--- config.mk ---
export PLATFORM = sky130hd
export DESIGN_NAME = gated_timing_spread
export DESIGN_NICKNAME = d
export VERILOG_FILES = /design/src/hw/rtl/gts_pkg.sv /design/src/hw/rtl/gated_timing_spread.sv
export VERILOG_INCLUDE_DIRS = /design/src /design/src/hw/rtl
export SDC_FILE = /design/constraint.sdc
export NUM_CORES = 2
export LEC_CHECK = 0
export ABC_AREA = 1
export ABC_CLOCK_PERIOD_IN_PS = 5650
export BUFFER_PORTS_ARGS = -buffer_cell sky130_fd_sc_hd__buf_4
export CAP_MARGIN = 40
export CORE_MARGIN = 4
export CORE_UTILIZATION = 54
export DETAILED_ROUTE_END_ITERATION = 7
export PLACE_DENSITY_LB_ADDON = 0.1
export SLEW_MARGIN = 20
export SYNTH_ARGS = -nofsm -noshare
export SYNTH_HDL_FRONTEND = slang
export SYNTH_SLANG_ARGS = --single-unit
--- constraint.sdc ---
create_clock -name clk -period 5.65 [get_ports clk]
set_clock_uncertainty 0.05 [all_clocks]
set_input_delay 0.2825 -clock clk [delete_from_list [all_inputs] [get_ports clk]]
set_output_delay 0.2825 -clock clk [all_outputs]
set_load 0.01 [all_outputs]
--- src/hw/rtl/assert_macros.svh ---
// Assertion helper macros for the timing spread block.
// Included by RTL files that carry concurrent checks; no other dependencies.
`ifndef ASSERT_MACROS_SVH
`define ASSERT_MACROS_SVH

// Same-cycle implication, disabled while reset is asserted.
`define GTS_ASSERT_IMP(label, clk, rst_n, ante, cons) \
	label: assert property (@(posedge clk) disable iff (!(rst_n)) (ante) |-> (cons)) \
		else $error("gts: same-cycle check failed");

// Next-cycle implication, disabled while reset is asserted.
`define GTS_ASSERT_NXT(label, clk, rst_n, ante, cons) \
	label: assert property (@(posedge clk) disable iff (!(rst_n)) (ante) |=> (cons)) \
		else $error("gts: next-cycle check failed");

`endif

--- src/hw/rtl/gts_pkg.sv ---
// Shared types and fixed constants for the timing spread block.
// No dependencies; imported by gated_timing_spread and its testbench.
`timescale 1ns / 1ps

package gts_pkg;

	localparam int TIME_W   = 16;
	localparam int CHARGE_W = 16;
	localparam int SPREAD_W = 15;

	localparam logic [CHARGE_W-1:0] THRESH_RESET = 16'd26;

	typedef struct packed {
		logic                     side;
		logic signed [TIME_W-1:0] sample_time;
		logic                     time_valid;
		logic [CHARGE_W-1:0]      sample_charge;
		logic                     event_last;
	} hit_t;

	typedef struct packed {
		logic [SPREAD_W-1:0] avg_spread;
		logic [SPREAD_W-1:0] north_spread;
		logic [SPREAD_W-1:0] south_spread;
	} spread_t;

endpackage

--- src/hw/rtl/gated_timing_spread.sv ---
// Top level of the gated timing spread block: hit accumulation and spread sequencer.
// Depends on gts_pkg for beat types and on assert_macros.svh for its checks.
`timescale 1ns / 1ps

`include "assert_macros.svh"

// The block takes one detector hit per input beat and keeps, for each side, the count,
// sum and sum of squares of hits whose charge is above thresh_q and whose time
// is valid (at most CHANNELS_PER_SIDE per side and event). The accept cycle latches the
// hit with its time squared, and ST_ACC then adds it into the side's sums. A hit with
// event_last set then starts the spread sequencer, which runs every step through one
// shared adder/subtractor. For each side with two or more kept hits it takes |sum|,
// forms n*sumsq and sum^2 by shift-add, takes the difference, then the integer square
// root and the division by n; a side with fewer hits gets a spread of zero. ST_AVG
// then forms the combined spread and clears the sums, and ST_HOLD loads the output
// register. With the default of 64 channels, CNT_W = 7, MAG_W = 22 and R_W = 22. After
// a last hit the input is not ready again until the sequencer is back in ST_IDLE, and
// ST_HOLD stays while the output register is full and not taken. The result waits in
// the output register, so the next event's hits are accepted while it is still pending;
// a second result only waits if the first one has not been taken by then.
module gated_timing_spread
	import gts_pkg::*;
#(
	parameter int CHANNELS_PER_SIDE = 64
) (
	input  logic                clk,
	input  logic                arst_n,
	input  logic                cfg_we,
	input  logic [CHARGE_W-1:0] cfg_data,
	input  logic                in_valid,
	output logic                in_ready,
	input  hit_t                in_data,
	output logic                out_valid,
	input  logic                out_ready,
	output spread_t             out_data
);

	// Widths that follow from the channel count.
	localparam int LOG_C  = $clog2(CHANNELS_PER_SIDE);
	localparam int CNT_W  = $clog2(CHANNELS_PER_SIDE + 1);
	localparam int SUM_W  = LOG_C + TIME_W + 1;
	localparam int MAG_W  = SUM_W - 1;
	localparam int SQ_W   = LOG_C + 2 * TIME_W - 1;
	localparam int PROD_W = CNT_W + SQ_W;
	localparam int R_W    = (PROD_W + 1) / 2;
	localparam int V_W    = 2 * R_W;
	localparam int ALU_W  = V_W + 1;
	localparam int STEP_W = $clog2(V_W);

	// Sequencer states.
	localparam logic [3:0] ST_IDLE  = 4'd0;
	localparam logic [3:0] ST_ACC   = 4'd1;
	localparam logic [3:0] ST_MAG   = 4'd2;
	localparam logic [3:0] ST_MUL_P = 4'd3;
	localparam logic [3:0] ST_MUL_S = 4'd4;
	localparam logic [3:0] ST_DIFF  = 4'd5;
	localparam logic [3:0] ST_SQRT  = 4'd6;
	localparam logic [3:0] ST_DIV   = 4'd7;
	localparam logic [3:0] ST_AVG   = 4'd8;
	localparam logic [3:0] ST_HOLD  = 4'd9;

	logic [3:0]             state_q;
	logic [CHARGE_W-1:0]    thresh_q;

	// Per-side accumulators.
	logic [CNT_W-1:0]        cnt_n_q, cnt_s_q;
	logic signed [SUM_W-1:0] sum_n_q, sum_s_q;
	logic [SQ_W-1:0]         sumsq_n_q, sumsq_s_q;

	// Latched hit.
	logic                    hit_side_q;
	logic                    hit_keep_q;
	logic                    hit_last_q;
	logic signed [TIME_W-1:0] hit_time_q;
	logic [2*TIME_W-1:0]     hit_sq_q;

	// Sequencer datapath.
	logic                    side_sel_q;
	logic [STEP_W-1:0]       step_q;
	logic [ALU_W-1:0]        acc_q;
	logic [PROD_W-1:0]       prod_q;
	logic [MAG_W-1:0]        mag_q;
	logic [V_W-1:0]          sh_q;
	logic [R_W+1:0]          rem_q;
	logic [R_W-1:0]          root_q;
	logic [SPREAD_W-1:0]     ns_q, ss_q, avg_q;

	logic                    out_valid_q;
	spread_t                 out_q;

	// Shared adder/subtractor.
	logic [ALU_W-1:0]        alu_a, alu_b, alu_y;
	logic                    alu_sub;
	logic                    alu_neg;

	// Selected side for the sequencer and incoming hit decode.
	logic [CNT_W-1:0]        cnt_sel;
	logic signed [SUM_W-1:0] sum_sel;
	logic [SQ_W-1:0]         sumsq_sel;
	logic [CNT_W-1:0]        cnt_hit;
	logic [TIME_W-1:0]       hit_mag;
	logic                    hit_keep;
	logic                    accept;
	logic                    out_load;
	logic [R_W+1:0]          rem_sh;
	logic [R_W+1:0]          trial;
	logic [CNT_W:0]          drem_sh;
	logic [R_W-1:0]          root_nx;
	logic                    last_step;

	// Terms for the checks at the end of the module.
	logic                    cnt_in_range;
	logic                    sums_clear;
	logic                    hold_stall;

	assign cnt_sel   = side_sel_q ? cnt_s_q : cnt_n_q;
	assign sum_sel   = side_sel_q ? sum_s_q : sum_n_q;
	assign sumsq_sel = side_sel_q ? sumsq_s_q : sumsq_n_q;

	assign accept   = in_valid && in_ready;
	assign cnt_hit  = in_data.side ? cnt_s_q : cnt_n_q;
	assign hit_mag  = in_data.sample_time[TIME_W-1] ? (~in_data.sample_time + 1'b1)
		: in_data.sample_time;
	assign hit_keep = in_data.time_valid && (in_data.sample_charge > thresh_q)
		&& (cnt_hit < CNT_W'(CHANNELS_PER_SIDE));

	// Square-root and division operands; a square-root step brings down two bits.
	assign rem_sh    = {rem_q[R_W-1:0], sh_q[V_W-1:V_W-2]};
	assign trial     = {root_q, 2'b01};
	assign drem_sh   = {rem_q[CNT_W-1:0], sh_q[V_W-1]};
	assign last_step = (step_q == '0);

	always_comb begin
		alu_a   = '0;
		alu_b   = '0;
		alu_sub = 1'b0;
		case (state_q)
			ST_MAG: begin
				if (sum_sel[SUM_W-1]) begin
					alu_b   = ALU_W'($unsigned(sum_sel));
					alu_sub = 1'b1;
				end else begin
					alu_a = ALU_W'($unsigned(sum_sel));
				end
			end
			ST_MUL_P: begin
				alu_a = {acc_q[ALU_W-2:0], 1'b0};
				alu_b = sh_q[V_W-1] ? ALU_W'(sumsq_sel) : '0;
			end
			ST_MUL_S: begin
				alu_a = {acc_q[ALU_W-2:0], 1'b0};
				alu_b = sh_q[V_W-1] ? ALU_W'(mag_q) : '0;
			end
			ST_DIFF: begin
				alu_a   = ALU_W'(prod_q);
				alu_b   = acc_q;
				alu_sub = 1'b1;
			end
			ST_SQRT: begin
				alu_a   = ALU_W'(rem_sh);
				alu_b   = ALU_W'(trial);
				alu_sub = 1'b1;
			end
			ST_DIV: begin
				alu_a   = ALU_W'(drem_sh);
				alu_b   = ALU_W'(cnt_sel);
				alu_sub = 1'b1;
			end
			ST_AVG: begin
				alu_a = ALU_W'(ns_q);
				alu_b = ALU_W'(ss_q);
			end
			default: begin
				alu_a   = '0;
				alu_b   = '0;
				alu_sub = 1'b0;
			end
		endcase
	end

	assign alu_y   = alu_a + (alu_sub ? ~alu_b : alu_b) + ALU_W'(alu_sub);
	assign alu_neg = alu_y[ALU_W-1];

	// Next root or quotient: shift in one result bit.
	assign root_nx = {root_q[R_W-2:0], ~alu_neg};

	assign out_load = (state_q == ST_HOLD) && (!out_valid_q || out_ready);

	// Configuration register.
	always_ff @(posedge clk or negedge arst_n) begin
		if (!arst_n) begin
			thresh_q <= THRESH_RESET;
		end else if (cfg_we) begin
			thresh_q <= cfg_data;
		end
	end

	// Control state and accumulators.
	always_ff @(posedge clk or negedge arst_n) begin
		if (!arst_n) begin
			state_q     <= ST_IDLE;
			side_sel_q  <= 1'b0;
			step_q      <= '0;
			out_valid_q <= 1'b0;
			cnt_n_q     <= '0;
			cnt_s_q     <= '0;
			sum_n_q     <= '0;
			sum_s_q     <= '0;
			sumsq_n_q   <= '0;
			sumsq_s_q   <= '0;
		end else begin
			if (out_load) begin
				out_valid_q <= 1'b1;
			end else if (out_ready) begin
				out_valid_q <= 1'b0;
			end

			case (state_q)
				ST_IDLE: begin
					if (accept) begin
						state_q <= ST_ACC;
					end
				end
				ST_ACC: begin
					if (hit_keep_q) begin
						if (hit_side_q) begin
							cnt_s_q   <= cnt_s_q + 1'b1;
							sum_s_q   <= sum_s_q + SUM_W'(hit_time_q);
							sumsq_s_q <= sumsq_s_q + SQ_W'(hit_sq_q);
						end else begin
							cnt_n_q   <= cnt_n_q + 1'b1;
							sum_n_q   <= sum_n_q + SUM_W'(hit_time_q);
							sumsq_n_q <= sumsq_n_q + SQ_W'(hit_sq_q);
						end
					end
					side_sel_q <= 1'b0;
					state_q    <= hit_last_q ? ST_MAG : ST_IDLE;
				end
				ST_MAG: begin
					if (cnt_sel <= CNT_W'(1)) begin
						side_sel_q <= 1'b1;
						state_q    <= side_sel_q ? ST_AVG : ST_MAG;
					end else begin
						step_q  <= STEP_W'(CNT_W - 1);
						state_q <= ST_MUL_P;
					end
				end
				ST_MUL_P: begin
					if (last_step) begin
						step_q  <= STEP_W'(MAG_W - 1);
						state_q <= ST_MUL_S;
					end else begin
						step_q <= step_q - 1'b1;
					end
				end
				ST_MUL_S: begin
					if (last_step) begin
						state_q <= ST_DIFF;
					end else begin
						step_q <= step_q - 1'b1;
					end
				end
				ST_DIFF: begin
					step_q  <= STEP_W'(R_W - 1);
					state_q <= ST_SQRT;
				end
				ST_SQRT: begin
					step_q <= last_step ? STEP_W'(R_W - 1) : step_q - 1'b1;
					if (last_step) begin
						state_q <= ST_DIV;
					end
				end
				ST_DIV: begin
					if (last_step) begin
						side_sel_q <= 1'b1;
						state_q    <= side_sel_q ? ST_AVG : ST_MAG;
					end else begin
						step_q <= step_q - 1'b1;
					end
				end
				ST_AVG: begin
					cnt_n_q   <= '0;
					cnt_s_q   <= '0;
					sum_n_q   <= '0;
					sum_s_q   <= '0;
					sumsq_n_q <= '0;
					sumsq_s_q <= '0;
					state_q   <= ST_HOLD;
				end
				ST_HOLD: begin
					if (out_load) begin
						state_q <= ST_IDLE;
					end
				end
				default: begin
					state_q <= ST_IDLE;
				end
			endcase
		end
	end

	// Payload registers of the hit latch and the sequencer datapath.
	always_ff @(posedge clk) begin
		if (accept) begin
			hit_side_q <= in_data.side;
			hit_keep_q <= hit_keep;
			hit_last_q <= in_data.event_last;
			hit_time_q <= in_data.sample_time;
			hit_sq_q   <= {{TIME_W{1'b0}}, hit_mag} * {{TIME_W{1'b0}}, hit_mag};
		end

		case (state_q)
			ST_MAG: begin
				mag_q <= alu_y[MAG_W-1:0];
				acc_q <= '0;
				sh_q  <= {cnt_sel, {(V_W - CNT_W){1'b0}}};
				if (cnt_sel <= CNT_W'(1)) begin
					if (side_sel_q) begin
						ss_q <= '0;
					end else begin
						ns_q <= '0;
					end
				end
			end
			ST_MUL_P: begin
				if (last_step) begin
					prod_q <= alu_y[PROD_W-1:0];
					acc_q  <= '0;
					sh_q   <= {mag_q, {(V_W - MAG_W){1'b0}}};
				end else begin
					acc_q <= alu_y;
					sh_q  <= {sh_q[V_W-2:0], 1'b0};
				end
			end
			ST_MUL_S: begin
				acc_q <= alu_y;
				sh_q  <= {sh_q[V_W-2:0], 1'b0};
			end
			ST_DIFF: begin
				// n*sumsq never falls below sum^2, but clamp the difference anyway.
				sh_q   <= alu_neg ? '0 : alu_y[V_W-1:0];
				rem_q  <= '0;
				root_q <= '0;
			end
			ST_SQRT: begin
				if (last_step) begin
					rem_q  <= '0;
					root_q <= '0;
					sh_q   <= {root_nx, {(V_W - R_W){1'b0}}};
				end else begin
					rem_q  <= alu_neg ? rem_sh : alu_y[R_W+1:0];
					root_q <= root_nx;
					sh_q   <= {sh_q[V_W-3:0], 2'b00};
				end
			end
			ST_DIV: begin
				rem_q  <= alu_neg ? (R_W + 2)'(drem_sh) : alu_y[R_W+1:0];
				root_q <= root_nx;
				sh_q   <= {sh_q[V_W-2:0], 1'b0};
				if (last_step) begin
					if (side_sel_q) begin
						ss_q <= root_nx[SPREAD_W-1:0];
					end else begin
						ns_q <= root_nx[SPREAD_W-1:0];
					end
				end
			end
			ST_AVG: begin
				// A spread of zero counts as no spread for the combined value.
				if ((ns_q != '0) && (ss_q != '0)) begin
					avg_q <= alu_y[SPREAD_W:1];
				end else if (ns_q != '0) begin
					avg_q <= ns_q;
				end else begin
					avg_q <= ss_q;
				end
			end
			default: begin
			end
		endcase

		if (out_load) begin
			out_q.avg_spread   <= avg_q;
			out_q.north_spread <= ns_q;
			out_q.south_spread <= ss_q;
		end
	end

	assign in_ready  = (state_q == ST_IDLE);
	assign out_valid = out_valid_q;
	assign out_data  = out_q;

	assign cnt_in_range = (cnt_n_q <= CNT_W'(CHANNELS_PER_SIDE))
		&& (cnt_s_q <= CNT_W'(CHANNELS_PER_SIDE));
	assign sums_clear   = (cnt_n_q == '0) && (cnt_s_q == '0) && (sum_n_q == '0)
		&& (sum_s_q == '0) && (sumsq_n_q == '0) && (sumsq_s_q == '0);
	assign hold_stall   = (state_q == ST_HOLD) && out_valid_q && !out_ready;

	`GTS_ASSERT_IMP(a_cnt_bound, clk, arst_n, 1'b1, cnt_in_range)
	`GTS_ASSERT_NXT(a_accept_acc, clk, arst_n, accept, state_q == ST_ACC)
	`GTS_ASSERT_NXT(a_clear_after, clk, arst_n, state_q == ST_AVG, sums_clear)
	`GTS_ASSERT_NXT(a_hold_wait, clk, arst_n, hold_stall, (state_q == ST_HOLD) && out_valid_q)

endmodule

* Word level (Yosys, flattened, before mapping) *
Index checks and enable logic that the tools add are counted.

storage, ports and cells
  input port bits = 56
  latch bits = 0
  logic and storage cells = 176
  bits in writable memories = 0
  output and inout bits = 47
  memories kept = 0
  register bits after elaboration = 502
  memory bits (read-only) = 0

cells by class
  reduce and logical (&&, ||, !) cells = 31
  muxes and demuxes = 75
  div/mod/pow operators = 0
  shift operators = 0
  add/subtract/negate cells = 10
  eq/ne operators = 25
  order comparisons = 3
  bitwise logic cells = 3
  multipliers = 1

operators with widths
  cell                                            number
  45-bit case mux with 7 select lines             1
  45-bit case mux with 6 select lines             1
  37-bit two-way mux                              6
  44-bit case mux with 5 select lines             1
  15-bit two-way mux                              10
  37-bit case mux with 2 select lines             2
  23-bit two-way mux                              6
  45-bit case mux with 3 select lines             1
  22-bit two-way mux                              6
  44-bit two-way mux                              3
  22-bit case mux with 3 select lines             2
  23-bit case mux with 2 select lines             2
  45-bit two-way mux                              2
  37-bit by 32-bit adder with 37-bit output       2
  15-bit case mux with 2 select lines             2
  23-bit by 16-bit adder with 23-bit output       2
  45-bit by 1-bit adder with 45-bit output        1
  45-bit adder                                    1
  45-bit NOT                                      1
  7-bit two-way mux                               6
  4-bit case mux with 10 select lines             1
  16-bit by 16-bit multiplier with 32-bit output  1
  4-bit two-way mux                               8
  2-bit inequality test (second input constant)   15
  other kinds (37)                                65

* Longest topological paths before layout *
  depth in word-level cells = 11
  depth in mapped cells = 36
  depth with buffers taken out = 35

* Worst setup path before layout *
No wires, ideal clock.

  kind = input port to flip-flop
  from = input port in_data[18] in the netlist's numbering
  to = register hit_sq_q[29], data pin
  stages on the path = 33
  required time = 5,340 ps
  setup time = 260 ps
  path buffers = 1
  path slack = -1,187 ps
  arrival = 6,527 ps
  path through = clkinv_1 -> clkbuf_1 -> ha_1 -> nand2_1 -> nor2_1 -> nand2_1 -> inv_1 -> nor2_1 -> xor2_1 -> inv_1 -> nor2_1 -> fa_1 -> fa_1 -> inv_1 -> fa_1 -> inv_1 -> fa_1 -> fa_1 -> inv_1 -> fa_1 -> inv_1 -> ha_1 -> nand2_1 -> inv_1 -> nand3_1 -> nor3_1 -> nand2_1 -> o211ai_1 -> nand3_1 -> nand2_1 -> nand2_1 -> nand2_1 -> xor2_1

between the ends
  longest elaborated chain between the ends = 4

RTL lines
  what                                                RTL line                    text
  start, declared                                     gated_timing_spread.sv:32   input hit_t in_data,
  16-bit NOT                                          gated_timing_spread.sv:122  assign hit_mag = in_data.sample_time[TIME_W-1] ? (~in_data.sample_time + 1'b1)
  16-bit by 1-bit adder with 16-bit output            gated_timing_spread.sv:122
  16-bit two-way mux (*)                              gated_timing_spread.sv:122
  16-bit by 16-bit multiplier with 32-bit output (*)  gated_timing_spread.sv:309  hit_sq_q <= {{TIME_W{1'b0}}, hit_mag} * {{TIME_W{1'b0}}, hit_mag};
  end signal, assigned                                gated_timing_spread.sv:309
  end, declared                                       gated_timing_spread.sv:75   logic [2*TIME_W-1:0] hit_sq_q;

Mark *: on every way between the ends. The rest lies on a longest branch, timed or not.
A chain may end at the register's enable or synchronous reset.

* Worst setup path in the final report *
  from = input port in_data[19] in the netlist's numbering
  to = register hit_sq_q[29], data pin

Same word-level chain as after synthesis.

==> results.ini <==
[critical_path]
cp-startpoint = in_data[19]
crit_top_cell = fa_1
rrSetupSlack_ns = 0.22
r2r-end = sh_q[42]
critical_path_arrival_ns = 6.19
crit_path_max_fanout = 5
crit_path_max_incr_delay_ns = 0.56
path_class = input port to flop
cp-end-kind = flop
worstSetupStartpointType = input port
cp.required_ns = 6.04
timing.rr.start = state_q[3]
slowest_stage = fa_1
rr_worst_depth = 20

[global_routing]
grt_util_met3_pct = 7.191
grt.busiest_layer = met2
grt_use_met1_pct = 45.00
grt_pass1_wl_um = 200700
track_usage_pct = 34.15
grt_overflow = 0
antenna_found_initial = 4
grt_use_met2_pct = 55.34
grt_max_degree = 88
grt_pass1_vias = 35287

[routing]
avgRoutedWirePerCell_um = 21.19
vias_per_cell = 5.781
drtAntennaViolNets = 0
drc = 0
drtIter0Drc = 3676
drt_wl_total_um = 130400
first_pass_iters = 8
num_vias = 35580

[clock_network]
cts_made_buffers = 56
cts.clk_slew.worst_paths_ns = 0.07
clk_latency_ns = 0.67
cts_max_path_buffers = 3
htree_levels = 2
cts_num_sinks = 500
cts_tree = built
cts-root-buf = clkbuf_16

[hold_path]
whs_path_depth = 3
min_path_type = input port to flop
min_to = thresh_q[8]
hp-start = cfg_we

[die]
core_area_um2 = 70640
die_w_um = 276.0
ios = 103
die_h_um = 276.0
placementRows = 97
start_util_pct = 54.89
die-area_um2 = 76150

[yosys]
synth_top_area_share_pct = 26.18
synth.yosys.seq_area_share_pct = 36.64
synth.distinct_cells = 68
synth_area_leaders = edfxtp_1 (26%), dfrtp_1 (10%), nand2_1 (9.3%)
ys_warn_count = 0
synth-main-ff-cell = edfxtp_1
synth_edf_count = 338
ys_seq_elements = 500
synthTopCellsByCount = nand2_1 (956), inv_1 (777), nor2_1 (489), o21ai_0 (371), edfxtp_1 (338)
netlist_instances = 4771
syn_area_per_cell_um2 = 8.127
async_reset_ff_share_pct = 32.40
synthMostInstantiatedCell = nand2_1
yosys.area.top_type = edfxtp_1
syn-cell-area_um2 = 38770

[sta]
drv_slew = 0
hold_viol = 0
slew_headroom_pct = 39.86
rsz0062_at_grt = true
fin_crit_sh_pct = 102.6
fin_crit_ns = 5.799
setup_tns_ns = -0.5574
setup_viol = 9
fin_ws_ns = -0.1485
worstMarginPinSlew_ns = 0.8927
max_freq_mhz = 172.5

[finish]
drive_gt1_share_pct = 14.02
final_nets = 5656
syn_to_final_growth_pct = 18.61
num_antenna_cells = 0
fillers = 6227

[place]
port_buffers = 102
gp_congestion = 1.028
dpl.hpwl_um = 101300

[run_status]
failed_checks = setup timing
status = complete, but fails checks

[flow_run]
max-cap-violations = 0

state kept, by name, indices dropped and copies added (netlist names), 4 cells and up:
| register | cells |
|---|---|
| mag_q | 22 |
| sumsq_s_q | 37 |
| acc_q | 45 |
| hit_time_q | 16 |
| sum_n_q | 23 |
| hit_sq_q | 30 |
| avg_q | 15 |
| sh_q | 44 |
| prod_q | 44 |
| rem_q | 22 |
| state_q | 4 |
| ss_q | 15 |
| out_data | 45 |
| step_q | 6 |
| thresh_q | 16 |
| root_q | 22 |
| cnt_n_q | 7 |
| sumsq_n_q | 37 |
| cnt_s_q | 7 |
| ns_q | 15 |
| sum_s_q | 23 |
timing repair:
item | in CTS | in global routing
hold buffers | 47 | 0
gates resized for setup | 76 | 71
setup buffers | 8 | 15
endpoints found under the setup margin | 17 | 19
pin swaps | 31 | 65
endpoints found under the hold margin | 106 | 0
how the worst max path moves through the flow:
stage / cells after the start / to / slack (ns)
floorplan: 33 / hit_sq_q[29] / -0.58
global placement: 33 / hit_sq_q[28] / -1.01
detailed placement: 33 / hit_sq_q[28] / -1.06
CTS: 32 / hit_sq_q[31] / -0.13
global route: 32 / hit_sq_q[29] / -0.54
finish: 31 / hit_sq_q[29] / -0.15
metal layers:
layer | vias up | part of all wire [%]
met3 | 378 | 9.7
met5 | - | 0.031
met2 | 1649 | 45
met1 | 16842 | 40
met4 | 6 | 4.9
li1 | 16705 | -
per-stage QoR:
stage / cell area (um^2) / cells / util (%) / hold slack [ns] / setup slack (ns)
2_1_floorplan: 39100 / 4780 / - / -0.06309 / -0.5807
3_3_place_gp: 42700 / 5971 / 60.45 / 0.3219 / -1.008
3_5_place_dp: 42770 / 5977 / 60.55 / 0.3180 / -1.061
4_1_cts: 45580 / 6136 / 64.53 / 0.0009014 / -0.1284
5_1_grt: 45990 / 6155 / 65.11 / 0.03766 / -0.5433
6_report: 45990 / 6155 / 65.11 / 0.02670 / -0.1485
worst max-delay path, delay by kind of cell:
family | cells | cell delay (ns)
AO/OA/AOI/OAI | 2 | 0.37
XOR/XNOR | 2 | 0.34
adder cells (fa/ha/maj) | 8 | 3.42
buffers and inverters | 9 | 0.80
AND/OR/NAND/NOR | 10 | 0.96
final cells by class:
type | count | area (um^2) | area share, %
tap | 940 | 1176 | 2.557
sequential | 500 | 14210 | 30.90
clock inverter | 22 | 297.8 | 0.6475
inverter | 801 | 3038 | 6.606
timing repair buffer | 453 | 3666 | 7.971
clock buffer | 84 | 1689 | 3.673
multi-input combinational | 3355 | 21910 | 47.64
placed cells by master, fill, tap and decap left out, drive strengths merged, types with 23 or more instances in the layout:
cell type    netlist  layout
o21bai            24      24
edfxtp           338     338
a21oi            314     314
a22oi             46      46
o22ai             52      52
nand3            127     127
nand4             26      26
xor2              91      91
buf               34     406
clkinv             9      23
nor3              53      53
clkbuf            90      84
nor2             502     502
a221oi            32      32
o2111ai           24      24
a31oi             36      36
a21o              23      23
dfrtp            159     159
o21ai            403     403
nand2            973     973
dlygate4sd3        0      47
inv              792     794
ha               267     267
o211ai            24      24
fa               166     166
cell families after synthesis:
logic type               after synthesis  synth area share, %
adder cells (fa/ha/maj)              433                17.19
AND/OR/NAND/NOR                     1723                18.10
other                                  2              0.01937
buffers and inverters                925                9.013
XOR/XNOR                             109                2.627
multiplexers                           1              0.02904
flip-flops                           500                36.64
AO/OA/AOI/OAI                       1078                16.38
Power is not shown: default switching activity piles up to over one toggle a cycle in this logic, so the estimate is an artifact.
